**config.mk**
```make
export PLATFORM = sky130hd
export DESIGN_NAME = chained_block_pool_manager
export DESIGN_NICKNAME = d
export VERILOG_FILES = /design/src/rtl/core/cbpm_pkg.sv /design/src/rtl/core/cbpm_ceil_div.sv /design/src/rtl/core/cbpm_link_mem.sv /design/src/rtl/core/cbpm_ctrl.sv /design/src/rtl/core/chained_block_pool_manager.sv
export SDC_FILE = /design/constraint.sdc
export NUM_CORES = 2
export LEC_CHECK = 0
export BUFFER_PORTS_ARGS = -buffer_cell sky130_fd_sc_hd__buf_2
export CORE_AREA = 2 2 687 553
export DETAILED_ROUTE_END_ITERATION = 8
export DIE_AREA = 0 0 689 555
export GPL_ROUTABILITY_DRIVEN = 0
export PLACE_DENSITY = 0.45
export SLEW_MARGIN = 20
export SYNTH_ARGS = -nofsm -noshare
export SYNTH_HDL_FRONTEND = slang
export SYNTH_HIERARCHICAL = 1
export SYNTH_SLANG_ARGS = --single-unit
```
**constraint.sdc**
```tcl
create_clock -name clock -period 5.8 [get_ports clock]
set_input_delay 0 -clock clock [delete_from_list [all_inputs] [get_ports clock]]
set_output_delay 0 -clock clock [all_outputs]
set_load 0.02 [all_outputs]
```
**src/rtl/core/cbpm_pkg.sv**
```systemverilog
// ---------------------------------------------------------------------------
// cbpm_pkg
// Shared constants, codes, types and helpers of the chained block pool
// manager: pool size, field widths, request kinds, status codes and the
// structs that run between the sequencer, the link memory and the divider.
// ---------------------------------------------------------------------------
package cbpm_pkg;

   // pool geometry
   localparam int NUM_BLOCKS = 64;
   localparam int IDX_W      = $clog2(NUM_BLOCKS);
   localparam int CNT_W      = $clog2(NUM_BLOCKS + 1);

   // field widths
   localparam int KIND_W   = 2;
   localparam int SIZE_W   = 20;
   localparam int BS_W     = 16;
   localparam int STATUS_W = 3;
   localparam int STEP_W   = $clog2(SIZE_W + 1);

   localparam logic [CNT_W-1:0] NUM_CNT = CNT_W'(NUM_BLOCKS);

   // request kinds
   localparam logic [KIND_W-1:0] KIND_ALLOC = 2'd0;
   localparam logic [KIND_W-1:0] KIND_FREE  = 2'd1;
   localparam logic [KIND_W-1:0] KIND_LIST  = 2'd2;
   localparam logic [KIND_W-1:0] KIND_NONE  = 2'd3;

   // result status codes
   localparam logic [STATUS_W-1:0] ST_OK        = 3'd0;
   localparam logic [STATUS_W-1:0] ST_ZERO_SIZE = 3'd1;
   localparam logic [STATUS_W-1:0] ST_NO_DESC   = 3'd2;
   localparam logic [STATUS_W-1:0] ST_SHORT     = 3'd3;
   localparam logic [STATUS_W-1:0] ST_NOT_ALLOC = 3'd4;

   // register map
   localparam int CSR_ADDR_W = 3;
   localparam logic [CSR_ADDR_W-1:0] REG_BLOCK_SIZE = 3'd0;

   // link memory access
   typedef struct packed {
      logic             en;
      logic [IDX_W-1:0] addr;
   } link_rd_type;

   typedef struct packed {
      logic             en;
      logic [IDX_W-1:0] addr;
      logic [IDX_W-1:0] data;
   } link_wr_type;

   // ceiling divider handshake
   typedef struct packed {
      logic              start;
      logic [SIZE_W-1:0] dividend;
      logic [BS_W-1:0]   divisor;
   } div_req_type;

   typedef struct packed {
      logic              done;
      logic [SIZE_W-1:0] quotient;
      logic              rem_nz;
   } div_rsp_type;

   // pool occupancy seen by the top level
   typedef struct packed {
      logic [CNT_W-1:0] free_total;
      logic [CNT_W-1:0] desc_total;
   } pool_stat_type;

   // next index around the pool
   function automatic logic [IDX_W-1:0] bump_idx(input logic [IDX_W-1:0] p);
      logic [IDX_W-1:0] nxt;
      nxt = (p == IDX_W'(NUM_BLOCKS - 1)) ? '0 : IDX_W'(p + 1'b1);
      return nxt;
   endfunction

endpackage

```
**src/rtl/core/cbpm_ceil_div.sv**
```systemverilog
// ---------------------------------------------------------------------------
// cbpm_ceil_div
// Restoring divider, one quotient bit per cycle, for the block count of an
// allocation. Reports the quotient and whether a remainder is left.
// ---------------------------------------------------------------------------
module cbpm_ceil_div
   import cbpm_pkg::*;
(
   input  logic        clock,
   input  logic        reset,
   input  div_req_type req,
   output div_rsp_type rsp
);

   logic              busy_ff, busy_in;
   logic              done_ff, done_in;
   logic [STEP_W-1:0] cnt_ff, cnt_in;
   logic [SIZE_W-1:0] quo_ff, quo_in;
   logic [BS_W-1:0]   rem_ff, rem_in;
   logic [BS_W-1:0]   div_ff, div_in;
   logic [BS_W:0]     trial;
   logic [BS_W:0]     diff;
   logic              ge;

   // load on start, else one restoring step while busy
   always_comb begin
      trial   = {rem_ff, quo_ff[SIZE_W-1]};
      ge      = (trial >= {1'b0, div_ff});
      diff    = trial - {1'b0, div_ff};
      busy_in = busy_ff;
      done_in = 1'b0;
      cnt_in  = cnt_ff;
      quo_in  = quo_ff;
      rem_in  = rem_ff;
      div_in  = div_ff;
      if (req.start) begin
         busy_in = 1'b1;
         cnt_in  = STEP_W'(SIZE_W);
         quo_in  = req.dividend;
         rem_in  = '0;
         div_in  = req.divisor;
      end else if (busy_ff) begin
         quo_in = {quo_ff[SIZE_W-2:0], ge};
         rem_in = ge ? diff[BS_W-1:0] : trial[BS_W-1:0];
         cnt_in = cnt_ff - 1'b1;
         if (cnt_ff == STEP_W'(1)) begin
            busy_in = 1'b0;
            done_in = 1'b1;
         end
      end
   end

   always_ff @(posedge clock) begin
      if (reset) begin
         busy_ff <= 1'b0;
         done_ff <= 1'b0;
      end else begin
         busy_ff <= busy_in;
         done_ff <= done_in;
      end
      cnt_ff <= cnt_in;
      quo_ff <= quo_in;
      rem_ff <= rem_in;
      div_ff <= div_in;
   end

   assign rsp.done     = done_ff;
   assign rsp.quotient = quo_ff;
   assign rsp.rem_nz   = (rem_ff != '0);

endmodule

```
**src/rtl/core/cbpm_link_mem.sv**
```systemverilog
// ---------------------------------------------------------------------------
// cbpm_link_mem
// Per-block link memory, one read and one write port, registered read.
// An entry never written reads as the next index, which gives the free list
// in index order after reset.
// ---------------------------------------------------------------------------
module cbpm_link_mem
   import cbpm_pkg::*;
(
   input  logic             clock,
   input  logic             reset,
   input  link_rd_type      rd,
   input  link_wr_type      wr,
   output logic [IDX_W-1:0] q
);

   logic [IDX_W-1:0]      mem [NUM_BLOCKS];
   logic [NUM_BLOCKS-1:0] vld_ff;
   logic [IDX_W-1:0]      q_ff;
   logic [IDX_W-1:0]      addr_ff;
   logic                  hit_ff;

   // written marks
   always_ff @(posedge clock) begin
      if (reset) begin
         vld_ff <= '0;
      end else if (wr.en) begin
         vld_ff[wr.addr] <= 1'b1;
      end
   end

   // storage
   always_ff @(posedge clock) begin
      if (wr.en) begin
         mem[wr.addr] <= wr.data;
      end
      if (rd.en) begin
         q_ff    <= mem[rd.addr];
         addr_ff <= rd.addr;
         hit_ff  <= vld_ff[rd.addr];
      end
   end

   assign q = hit_ff ? q_ff : bump_idx(addr_ff);

endmodule

```
**src/rtl/core/cbpm_ctrl.sv**
```systemverilog
// ---------------------------------------------------------------------------
// cbpm_ctrl
// Request sequencer: descriptor queue, chain table, in-use flags, free
// list and result registers. Walks chains one link per cycle unless stalled.
// ---------------------------------------------------------------------------
module cbpm_ctrl
   import cbpm_pkg::*;
(
   input  logic                clock,
   input  logic                reset,
   input  logic [BS_W-1:0]     block_size,
   input  logic                req_valid,
   output logic                req_stall,
   input  logic [KIND_W-1:0]   req_kind,
   input  logic [SIZE_W-1:0]   req_request_size,
   input  logic [IDX_W-1:0]    req_packet_id,
   output logic                rsp_valid,
   input  logic                rsp_stall,
   output logic [STATUS_W-1:0] rsp_status,
   output logic [IDX_W-1:0]    rsp_granted_packet,
   output logic [IDX_W-1:0]    rsp_block_index,
   output logic [CNT_W-1:0]    rsp_block_count,
   output logic                rsp_last,
   output link_rd_type         link_rd,
   output link_wr_type         link_wr,
   input  logic [IDX_W-1:0]    link_q,
   output div_req_type         div_req,
   input  div_rsp_type         div_rsp,
   output pool_stat_type       stat
);

   typedef enum logic [2:0] {
      S_IDLE, S_DIV, S_WALK, S_CHAIN, S_LIST, S_EMIT
   } state_type;

   localparam int CHAIN_W = 2 * IDX_W + CNT_W;

   state_type             state_ff, state_in;
   logic                  rsp_valid_ff, rsp_valid_in;
   logic [STATUS_W-1:0]   rsp_status_ff, rsp_status_in;
   logic [IDX_W-1:0]      rsp_pkt_ff, rsp_pkt_in;
   logic [IDX_W-1:0]      rsp_blk_ff, rsp_blk_in;
   logic [CNT_W-1:0]      rsp_cnt_ff, rsp_cnt_in;
   logic                  rsp_last_ff, rsp_last_in;
   logic [STATUS_W-1:0]   res_status_ff, res_status_in;
   logic [IDX_W-1:0]      res_pkt_ff, res_pkt_in;
   logic [IDX_W-1:0]      res_blk_ff, res_blk_in;
   logic [CNT_W-1:0]      res_cnt_ff, res_cnt_in;
   logic [IDX_W-1:0]      free_head_ff, free_head_in;
   logic [IDX_W-1:0]      free_tail_ff, free_tail_in;
   logic [CNT_W-1:0]      free_total_ff, free_total_in;
   logic [IDX_W-1:0]      desc_rp_ff, desc_rp_in;
   logic [IDX_W-1:0]      desc_wp_ff, desc_wp_in;
   logic [CNT_W-1:0]      desc_total_ff, desc_total_in;
   logic [NUM_BLOCKS-1:0] in_use_ff, in_use_in;
   logic [NUM_BLOCKS-1:0] desc_vld_ff, desc_vld_in;
   logic [KIND_W-1:0]     kind_ff, kind_in;
   logic [IDX_W-1:0]      pid_ff, pid_in;
   logic [CNT_W-1:0]      need_ff, need_in;
   logic [CNT_W-1:0]      cnt_ff, cnt_in;
   logic [IDX_W-1:0]      fin_ff, fin_in;
   logic [IDX_W-1:0]      b_ff, b_in;
   logic [CNT_W-1:0]      k_ff, k_in;
   logic [CNT_W-1:0]      len_ff, len_in;
   logic                  fetch_ff, fetch_in;

   // descriptor queue and chain table
   logic [IDX_W-1:0]      desc_mem [NUM_BLOCKS];
   logic [IDX_W-1:0]      desc_q_ff;
   logic [IDX_W-1:0]      desc_addr_ff;
   logic                  desc_hit_ff;
   logic [CHAIN_W-1:0]    chain_mem [NUM_BLOCKS];
   logic [CHAIN_W-1:0]    chain_q_ff;

   logic                  desc_re, desc_we, chain_re, chain_we;
   logic [IDX_W-1:0]      chain_waddr;
   logic [CHAIN_W-1:0]    chain_wdata;
   logic [IDX_W-1:0]      desc_d;
   logic [IDX_W-1:0]      cf, cfin;
   logic [CNT_W-1:0]      clen;
   logic [SIZE_W:0]       need_full;
   logic [IDX_W-1:0]      b_eff;
   logic                  out_free;

   assign desc_d = desc_hit_ff ? desc_q_ff : desc_addr_ff;
   assign {cf, cfin, clen} = chain_q_ff;
   assign need_full = {1'b0, div_rsp.quotient} + {{SIZE_W{1'b0}}, div_rsp.rem_nz};
   assign out_free = !rsp_valid_ff || !rsp_stall;
   assign b_eff = fetch_ff ? link_q : b_ff;

   // sequencer next state
   always_comb begin
      state_in      = state_ff;
      rsp_valid_in  = rsp_valid_ff && rsp_stall;
      rsp_status_in = rsp_status_ff;
      rsp_pkt_in    = rsp_pkt_ff;
      rsp_blk_in    = rsp_blk_ff;
      rsp_cnt_in    = rsp_cnt_ff;
      rsp_last_in   = rsp_last_ff;
      res_status_in = res_status_ff;
      res_pkt_in    = res_pkt_ff;
      res_blk_in    = res_blk_ff;
      res_cnt_in    = res_cnt_ff;
      free_head_in  = free_head_ff;
      free_tail_in  = free_tail_ff;
      free_total_in = free_total_ff;
      desc_rp_in    = desc_rp_ff;
      desc_wp_in    = desc_wp_ff;
      desc_total_in = desc_total_ff;
      in_use_in     = in_use_ff;
      desc_vld_in   = desc_vld_ff;
      kind_in       = kind_ff;
      pid_in        = pid_ff;
      need_in       = need_ff;
      cnt_in        = cnt_ff;
      fin_in        = fin_ff;
      b_in          = b_ff;
      k_in          = k_ff;
      len_in        = len_ff;
      fetch_in      = fetch_ff;
      link_rd       = '0;
      link_wr       = '0;
      div_req       = '0;
      desc_re       = 1'b0;
      desc_we       = 1'b0;
      chain_re      = 1'b0;
      chain_we      = 1'b0;
      chain_waddr   = desc_d;
      chain_wdata   = {free_head_ff, fin_ff, need_ff};
      case (state_ff)
         S_IDLE: begin
            if (req_valid) begin
               kind_in    = req_kind;
               pid_in     = req_packet_id;
               res_pkt_in = req_packet_id;
               res_blk_in = '0;
               res_cnt_in = '0;
               case (req_kind)
                  KIND_ALLOC: begin
                     if (req_request_size == '0) begin
                        res_status_in = ST_ZERO_SIZE;
                        state_in      = S_EMIT;
                     end else if (desc_total_ff == '0) begin
                        res_status_in = ST_NO_DESC;
                        state_in      = S_EMIT;
                     end else begin
                        div_req.start    = 1'b1;
                        div_req.dividend = req_request_size;
                        div_req.divisor  = (block_size == '0) ? BS_W'(1) : block_size;
                        desc_re          = 1'b1;
                        state_in         = S_DIV;
                     end
                  end
                  KIND_FREE, KIND_LIST: begin
                     if (!in_use_ff[req_packet_id]) begin
                        res_status_in = ST_NOT_ALLOC;
                        state_in      = S_EMIT;
                     end else begin
                        chain_re = 1'b1;
                        state_in = S_CHAIN;
                     end
                  end
                  default: ;
               endcase
            end
         end
         // block count known: check stock, start the walk at the head
         S_DIV: begin
            if (div_rsp.done) begin
               if (need_full > {{(SIZE_W + 1 - CNT_W){1'b0}}, free_total_ff}) begin
                  res_status_in = ST_SHORT;
                  state_in      = S_EMIT;
               end else begin
                  need_in      = need_full[CNT_W-1:0];
                  fin_in       = free_head_ff;
                  link_rd.en   = 1'b1;
                  link_rd.addr = free_head_ff;
                  cnt_in       = CNT_W'(1);
                  state_in     = S_WALK;
               end
            end
         end
         // one link per cycle until the new free head is known
         S_WALK: begin
            if (cnt_ff == need_ff) begin
               chain_we            = 1'b1;
               in_use_in[desc_d]   = 1'b1;
               desc_rp_in          = bump_idx(desc_rp_ff);
               desc_total_in       = desc_total_ff - 1'b1;
               free_head_in        = link_q;
               free_total_in       = free_total_ff - need_ff;
               res_status_in       = ST_OK;
               res_pkt_in          = desc_d;
               res_blk_in          = free_head_ff;
               res_cnt_in          = need_ff;
               state_in            = S_EMIT;
            end else begin
               fin_in       = link_q;
               link_rd.en   = 1'b1;
               link_rd.addr = link_q;
               cnt_in       = cnt_ff + 1'b1;
            end
         end
         S_CHAIN: begin
            if (kind_ff == KIND_FREE) begin
               // append chain to the free list, descriptor to its queue
               if (free_total_ff == '0) begin
                  free_head_in = cf;
               end else begin
                  link_wr.en   = 1'b1;
                  link_wr.addr = free_tail_ff;
                  link_wr.data = cf;
               end
               free_tail_in          = cfin;
               free_total_in         = free_total_ff + clen;
               desc_we               = 1'b1;
               desc_vld_in[desc_wp_ff] = 1'b1;
               desc_wp_in            = bump_idx(desc_wp_ff);
               desc_total_in         = desc_total_ff + 1'b1;
               in_use_in[pid_ff]     = 1'b0;
               res_status_in         = ST_OK;
               res_blk_in            = cf;
               res_cnt_in            = clen;
               state_in              = S_EMIT;
            end else if (clen == '0) begin
               res_status_in = ST_OK;
               state_in      = S_EMIT;
            end else begin
               b_in     = cf;
               k_in     = clen;
               len_in   = clen;
               fetch_in = 1'b0;
               state_in = S_LIST;
            end
         end
         // one listed block per beat
         S_LIST: begin
            b_in     = b_eff;
            fetch_in = 1'b0;
            if (out_free) begin
               rsp_valid_in  = 1'b1;
               rsp_status_in = ST_OK;
               rsp_pkt_in    = pid_ff;
               rsp_blk_in    = b_eff;
               rsp_cnt_in    = len_ff;
               rsp_last_in   = (k_ff == CNT_W'(1));
               if (k_ff == CNT_W'(1)) begin
                  state_in = S_IDLE;
               end else begin
                  link_rd.en   = 1'b1;
                  link_rd.addr = b_eff;
                  fetch_in     = 1'b1;
                  k_in         = k_ff - 1'b1;
               end
            end
         end
         S_EMIT: begin
            if (out_free) begin
               rsp_valid_in  = 1'b1;
               rsp_status_in = res_status_ff;
               rsp_pkt_in    = res_pkt_ff;
               rsp_blk_in    = res_blk_ff;
               rsp_cnt_in    = res_cnt_ff;
               rsp_last_in   = 1'b1;
               state_in      = S_IDLE;
            end
         end
         default: state_in = S_IDLE;
      endcase
   end

   // state and registered outputs
   always_ff @(posedge clock) begin
      if (reset) begin
         state_ff      <= S_IDLE;
         rsp_valid_ff  <= 1'b0;
         free_head_ff  <= '0;
         free_tail_ff  <= IDX_W'(NUM_BLOCKS - 1);
         free_total_ff <= NUM_CNT;
         desc_rp_ff    <= '0;
         desc_wp_ff    <= '0;
         desc_total_ff <= NUM_CNT;
         in_use_ff     <= '0;
         desc_vld_ff   <= '0;
         fetch_ff      <= 1'b0;
      end else begin
         state_ff      <= state_in;
         rsp_valid_ff  <= rsp_valid_in;
         free_head_ff  <= free_head_in;
         free_tail_ff  <= free_tail_in;
         free_total_ff <= free_total_in;
         desc_rp_ff    <= desc_rp_in;
         desc_wp_ff    <= desc_wp_in;
         desc_total_ff <= desc_total_in;
         in_use_ff     <= in_use_in;
         desc_vld_ff   <= desc_vld_in;
         fetch_ff      <= fetch_in;
      end
      rsp_status_ff <= rsp_status_in;
      rsp_pkt_ff    <= rsp_pkt_in;
      rsp_blk_ff    <= rsp_blk_in;
      rsp_cnt_ff    <= rsp_cnt_in;
      rsp_last_ff   <= rsp_last_in;
      res_status_ff <= res_status_in;
      res_pkt_ff    <= res_pkt_in;
      res_blk_ff    <= res_blk_in;
      res_cnt_ff    <= res_cnt_in;
      kind_ff       <= kind_in;
      pid_ff        <= pid_in;
      need_ff       <= need_in;
      cnt_ff        <= cnt_in;
      fin_ff        <= fin_in;
      b_ff          <= b_in;
      k_ff          <= k_in;
      len_ff        <= len_in;
   end

   // descriptor queue memory, unwritten entries read as their index
   always_ff @(posedge clock) begin
      if (desc_we) begin
         desc_mem[desc_wp_ff] <= pid_ff;
      end
      if (desc_re) begin
         desc_q_ff    <= desc_mem[desc_rp_ff];
         desc_addr_ff <= desc_rp_ff;
         desc_hit_ff  <= desc_vld_ff[desc_rp_ff];
      end
   end

   // chain table memory
   always_ff @(posedge clock) begin
      if (chain_we) begin
         chain_mem[chain_waddr] <= chain_wdata;
      end
      if (chain_re) begin
         chain_q_ff <= chain_mem[req_packet_id];
      end
   end

   assign req_stall          = (state_ff != S_IDLE);
   assign rsp_valid          = rsp_valid_ff;
   assign rsp_status         = rsp_status_ff;
   assign rsp_granted_packet = rsp_pkt_ff;
   assign rsp_block_index    = rsp_blk_ff;
   assign rsp_block_count    = rsp_cnt_ff;
   assign rsp_last           = rsp_last_ff;
   assign stat.free_total    = free_total_ff;
   assign stat.desc_total    = desc_total_ff;

endmodule

```
**src/rtl/core/chained_block_pool_manager.sv**
```systemverilog
// ---------------------------------------------------------------------------
// chained_block_pool_manager
// Pool of fixed-size blocks and packet descriptors kept in free lists.
//
// Request channel (req_*): one beat per command: allocate, free or list.
// A kind of 3 is dropped without a result. Result channel (rsp_*): one beat
// per allocate or free, one beat per chained block for a list; rsp_last
// marks the final beat of a command. Errors always give a single beat.
// Throughput: one command at a time. Allocate runs the start and the 20
// steps of the bit-serial divider for the block count, walks the free list
// through the link memory, then commits and loads the result beat. List
// gives one beat per link read.
// Reset: synchronous; after it every block is free in index order, every
// descriptor is queued in index order and block_size reads 64. No clearing
// pass is needed. A stall on rsp holds the result register and pauses a
// list walk; one finished beat may wait while the next command is taken.
// csr: APB-style, block_size at byte address 0, pready always high.
// ---------------------------------------------------------------------------
module chained_block_pool_manager
   import cbpm_pkg::*;
(
   input  logic                  clock,
   input  logic                  reset,
   input  logic                  req_valid,
   output logic                  req_stall,
   input  logic [KIND_W-1:0]     req_kind,
   input  logic [SIZE_W-1:0]     req_request_size,
   input  logic [IDX_W-1:0]      req_packet_id,
   output logic                  rsp_valid,
   input  logic                  rsp_stall,
   output logic [STATUS_W-1:0]   rsp_status,
   output logic [IDX_W-1:0]      rsp_granted_packet,
   output logic [IDX_W-1:0]      rsp_block_index,
   output logic [CNT_W-1:0]      rsp_block_count,
   output logic                  rsp_last,
   input  logic                  csr_psel,
   input  logic                  csr_penable,
   input  logic                  csr_pwrite,
   input  logic [CSR_ADDR_W-1:0] csr_paddr,
   input  logic [31:0]           csr_pwdata,
   output logic [31:0]           csr_prdata,
   output logic                  csr_pready
);

   logic [BS_W-1:0] block_size_ff;
   link_rd_type     link_rd;
   link_wr_type     link_wr;
   logic [IDX_W-1:0] link_q;
   div_req_type     div_req;
   div_rsp_type     div_rsp;
   pool_stat_type   stat;
   logic            csr_wr;

   // configuration register
   assign csr_pready = 1'b1;
   assign csr_wr     = csr_psel && csr_penable && csr_pwrite && csr_pready;

   always_ff @(posedge clock) begin
      if (reset) begin
         block_size_ff <= BS_W'(64);
      end else if (csr_wr && (csr_paddr == REG_BLOCK_SIZE)) begin
         block_size_ff <= csr_pwdata[BS_W-1:0];
      end
   end

   assign csr_prdata = (csr_paddr == REG_BLOCK_SIZE) ? {{(32 - BS_W){1'b0}}, block_size_ff}
                                                     : '0;

   cbpm_ceil_div u_div (
      .clock (clock),
      .reset (reset),
      .req   (div_req),
      .rsp   (div_rsp)
   );

   cbpm_link_mem u_link (
      .clock (clock),
      .reset (reset),
      .rd    (link_rd),
      .wr    (link_wr),
      .q     (link_q)
   );

   cbpm_ctrl u_ctrl (
      .clock              (clock),
      .reset              (reset),
      .block_size         (block_size_ff),
      .req_valid          (req_valid),
      .req_stall          (req_stall),
      .req_kind           (req_kind),
      .req_request_size   (req_request_size),
      .req_packet_id      (req_packet_id),
      .rsp_valid          (rsp_valid),
      .rsp_stall          (rsp_stall),
      .rsp_status         (rsp_status),
      .rsp_granted_packet (rsp_granted_packet),
      .rsp_block_index    (rsp_block_index),
      .rsp_block_count    (rsp_block_count),
      .rsp_last           (rsp_last),
      .link_rd            (link_rd),
      .link_wr            (link_wr),
      .link_q             (link_q),
      .div_req            (div_req),
      .div_rsp            (div_rsp),
      .stat               (stat)
   );

   // pool counters never exceed the pool size
   a_totals_bounded: assert property (@(posedge clock) disable iff (reset)
      (stat.free_total <= NUM_CNT) && (stat.desc_total <= NUM_CNT))
      else $error("pool counter above pool size");

   // only a listing gives non-final beats, and those are always ok
   a_multi_beat_ok: assert property (@(posedge clock) disable iff (reset)
      (rsp_valid && !rsp_last) |-> (rsp_status == ST_OK))
      else $error("non-final beat with error status");

   // a real command blocks the request channel in the next cycle
   a_busy_after_cmd: assert property (@(posedge clock) disable iff (reset)
      (req_valid && !req_stall && (req_kind != KIND_NONE)) |=> req_stall)
      else $error("command taken without going busy");

   // a failed command carries no blocks
   a_error_empty: assert property (@(posedge clock) disable iff (reset)
      (rsp_valid && (rsp_status != ST_OK)) |-> ((rsp_block_count == '0) && rsp_last))
      else $error("error beat with block count");

endmodule

```
==> impl_metrics.py <==
metrics = {
    "run_status": {
        "status": "finished, final reports clean",
    },
    "pwr": {
        "p_comb_share_pct": 9.3,
        "power_density_nw_per_um2": 353,
        "switching_share_pct": 23.9,
        "p_clk_share_pct": 41.3,
        "seq_power_share_pct": 49.3,
        "power.net_switching_mw": 9.59,
        "p_int_mw": 30.6,
        "p_leak_nw": 34.4,
        "ir_drop_v": 0.000221,
        "total_power_mw": 40.2,
    },
    "finish": {
        "drive_gt1_share_pct": 25.2,
        "fin_area_um2": 114000,
        "fin_util_pct": 30.3,
        "area_delta_synth_final_pct": 17.0,
        "instances_no_fill": 10770,
        "fin_nets": 5681,
    },
    "sta": {
        "rsz0062_at_grt": "no",
        "fin_crit_ns": 5.43,
        "skew_ns": 0.0722,
        "finalCritPeriodShare_pct": 93.6,
        "setup_viol": 0,
        "fmax_mhz": 184,
        "worst_pin_slew_ns": 1.24,
        "setup_slack_ns": 0.369,
        "drv_slew": 0,
        "setup_tns_ns": 0,
        "fin_worst_hold_slack_ns": 0.141,
        "relSlewSlack_pct": 17.2,
        "hold_viol_final": 0,
    },
    "synth": {
        "synthArstFlopShare_pct": 0,
        "syn_area_um2": 97300,
        "synth_edf_count": 2158,
        "syn_area_per_cell_um2": 18.6,
        "synth_cells": 5225,
        "yosys_warnings": 6,
        "ys_types": 96,
        "ys_ff_latch": 2432,
        "synth_flop_cell": "edfxtp_1",
        "ys_seq_area_share_pct": 72.2,
    },
    "placed_design": {
        "dp.cells": 10201,
        "io_buffer_count": 94,
        "placed_cell_area_um2": 104000,
        "place_ws_ns": 0.127,
        "hpwlAfterDp_um": 165000,
    },
    "worst_setup_path": {
        "path_cells": "nor4_2 > nand4_1 > buf_4 > ha_1 > and4_4 > nand2_1 > xnor2_1 > ha_1 > a21o_1 > a21oi_1 > a21oi_1 > a211o_1 > nor4_4 > buf_12 > nand2_1 > nand2_4 > buf_12 > mux4_1 > mux4_2 > nor2_1 > o32ai_1",
        "path_buf_inv": 3,
        "critPathMaxStageDelay_ns": 0.59,
        "crit_path_max_fanout": 18,
        "critical_path_arrival_ns": 6.01,
        "crit_type": "register to register",
        "cpLargestDelayFamily": "simple AND/OR/NAND/NOR gates",
        "critPathCaptureType": "register",
        "cpMaxStageDelayCell": "mux4_1",
        "reg2reg_from": "u_div/rem_ff[11]$_SDFFE_PP0P_",
        "cp.required_ns": 6.38,
        "startpoint": "u_div/rem_ff[11]$_SDFFE_PP0P_",
        "start_kind": "register",
    },
    "job": {
        "cap_violations": 0,
    },
    "routing": {
        "vias": 50907,
        "routedWlPerCell_um": 25.3,
        "dr.pass1.iters": 5,
        "drc": 0,
        "vias_per_cell": 4.73,
        "routed_wl_um": 273000,
        "drt-initial-drc-count": 4932,
        "drtAntennaViolNets": 0,
    },
    "global_routing": {
        "grt_first_pass_wirelength_um": 390000,
        "globalRouteOverflowTotal": 0,
        "antenna_found_initial": 14,
        "grtUsageTotal_pct": 14.0,
        "gr-usage-met2_pct": 21.8,
        "grt_pass1_vias": 51546,
        "gr-usage-met3_pct": 1.87,
        "grt-busiest-layer": "met2",
        "grt_max_degree": 117,
        "use_met1_pct": 20.7,
    },
    "hold_path": {
        "hp-start": "req_request_size[13]",
        "hp-class": "input pin to register",
    },
    "floorplan": {
        "start_util_pct": 25.9,
        "coreArea_um2": 376000,
        "die_w_um": 689,
        "dieArea_um2": 382000,
        "fp.dieH_um": 555,
        "ios": 128,
        "rows": 202,
    },
    "clock_tree": {
        "clk_latency_ns": 0.85,
        "cts_buffers": 267,
        "cts.clk_slew.worst_paths_ns": 0.06,
        "cts_buffer_depth": 4,
        "clock-sinks": 2432,
        "htreeDepth": 5,
        "root_buffer": "clkbuf_16",
        "cts_tree": "built",
    },
}
==> power groups by stage <==
stage	logic, mW	clock network (mW)	registers (mW)
finish	3.76	16.6	19.8
global route	4.06	17.7	19.8
CTS	3.78	17.1	19.8
detailed placement	3.72	0	20.2
global placement	3.70	0	20.2
floorplan	2.42	0	20.2
==> Yosys cell counts, drive strengths merged (18+ instances only) <==
library cell | instances | area (um^2)
clkbuf | 159 | 598
a21oi | 127 | 643
nor2 | 564 | 2120
and2 | 72 | 452
mux2i | 45 | 450
nand2b | 52 | 325
nand2 | 217 | 817
nand3 | 42 | 210
nor4 | 27 | 209
inv | 65 | 244
xnor2 | 43 | 377
dfxtp | 274 | 5490
o21ai | 72 | 360
a21o | 18 | 135
xor2 | 23 | 201
mux2 | 37 | 417
a211oi | 74 | 556
mux4 | 671 | 15200
nor3 | 37 | 196
edfxtp | 2158 | 64800
buf | 136 | 845
ha | 46 | 576
==> final cells by class <==
class	count	area, um^2
clock buffers	371	7440
multi-input cells	2446	25600
flip-flops and latches	2432	70300
fillers	36661	262000
repair buffers	350	2930
clock inverters	101	986
diodes	7	17.5
well taps	4998	6250
inverters	65	244
==> metal layers <==
layer	part of all wire, %	vias to the layer above	wire length (um)
li1	-	21682	-
met1	47	27457	129000
met2	46	1398	125000
met3	5.0	370	13600
met4	1.9	0	5290
met5	0	-	0
==> worst register-to-register path: cells and delay by family (launching register included) <==
kind            cells  cell delay (ns)
mux                 2             1.15
fa+ha+maj           2             0.54
xor+xnor            1             0.16
compound gates      5             0.87
flops               1             0.35
simple gates        8             1.50
buf+inv             3             0.61
==> cell usage in the layout (no fill, tap or decap), types with 18 or more instances in the layout <==
cell / instances
nand2_1: 211
buf_12: 22
a21oi_1: 123
nor4_1: 20
nor2_1: 496
buf_2: 89
buf_4: 146
clkbuf_1: 77
o21ai_0: 67
clkinv_2: 30
mux2_2: 37
nand3_1: 42
ha_1: 46
clkinv_1: 33
xnor2_1: 43
inv_1: 64
nor2_2: 66
nand2b_1: 52
edfxtp_1: 2158
nor3_1: 33
mux2i_1: 45
clkbuf_8: 18
a21o_1: 18
dlygate4sd3_1: 89
dfxtp_1: 265
xor2_1: 23
clkbuf_16: 276
a211oi_1: 73
mux4_2: 656
and2_1: 64
==> registers in the layout, indices dropped and copies added, names as in the netlist, 7 cells and up <==
| signal | count |
|---|---|
| u_ctrl/cnt_ff | 7 |
| u_ctrl/desc_vld_ff | 64 |
| u_div/quo_ff | 20 |
| u_ctrl/chain_q_ff | 19 |
| u_link/mem | 384 |
| u_div/div_ff | 16 |
| u_ctrl/len_ff | 7 |
| u_link/vld_ff | 64 |
| u_ctrl/res_cnt_ff | 7 |
| u_ctrl/rsp_block_count | 7 |
| u_ctrl/free_total_ff | 7 |
| u_ctrl/desc_total_ff | 7 |
| u_ctrl/desc_mem | 384 |
| u_div/rem_ff | 16 |
| u_ctrl/in_use_ff | 64 |
| block_size_ff | 16 |
| u_ctrl/need_ff | 7 |
| u_ctrl/chain_mem | 1216 |
| u_ctrl/k_ff | 7 |
==> path summary, 6_finish.rpt <==
path | to | slack [ns] | depth (start not counted)
setup / recovery | u_link/q_ff[0]$_DFFE_PP_ | 0.37 | 21
hold / removal | u_div/quo_ff[13]$_DFFE_PP_ | 0.14 | 4
setup reg to reg | u_link/q_ff[0]$_DFFE_PP_ | 0.37 | 21
hold reg to reg | u_ctrl/free_tail_ff[0]$_SDFFE_PP1P_ | 0.46 | 2
==> kinds of logic (layout without fill, tap and decap cells) <==
logic type / Yosys count / in the layout / share of synthesized area (%)
flip-flops: 2432 / 2432 / 72.2
AND/OR/NAND/NOR: 1120 / 1120 / 5.27
multiplexers: 753 / 753 / 16.5
AO/OA/AOI/OAI: 441 / 441 / 3.01
buffers and inverters: 362 / 887 / 1.75
XOR/XNOR: 66 / 66 / 0.594
adder cells (fa/ha/maj): 49 / 49 / 0.653
other: 2 / 24 / 0.00772
==> what timing repair did <==
item,4_1_cts,5_1_grt
endpoints found under the hold margin,225,0
resized for setup,0,2
hold buffers,89,0
setup buffers,0,1
setup endpoints to repair,0,7
Power figures use the tool's default switching activity.
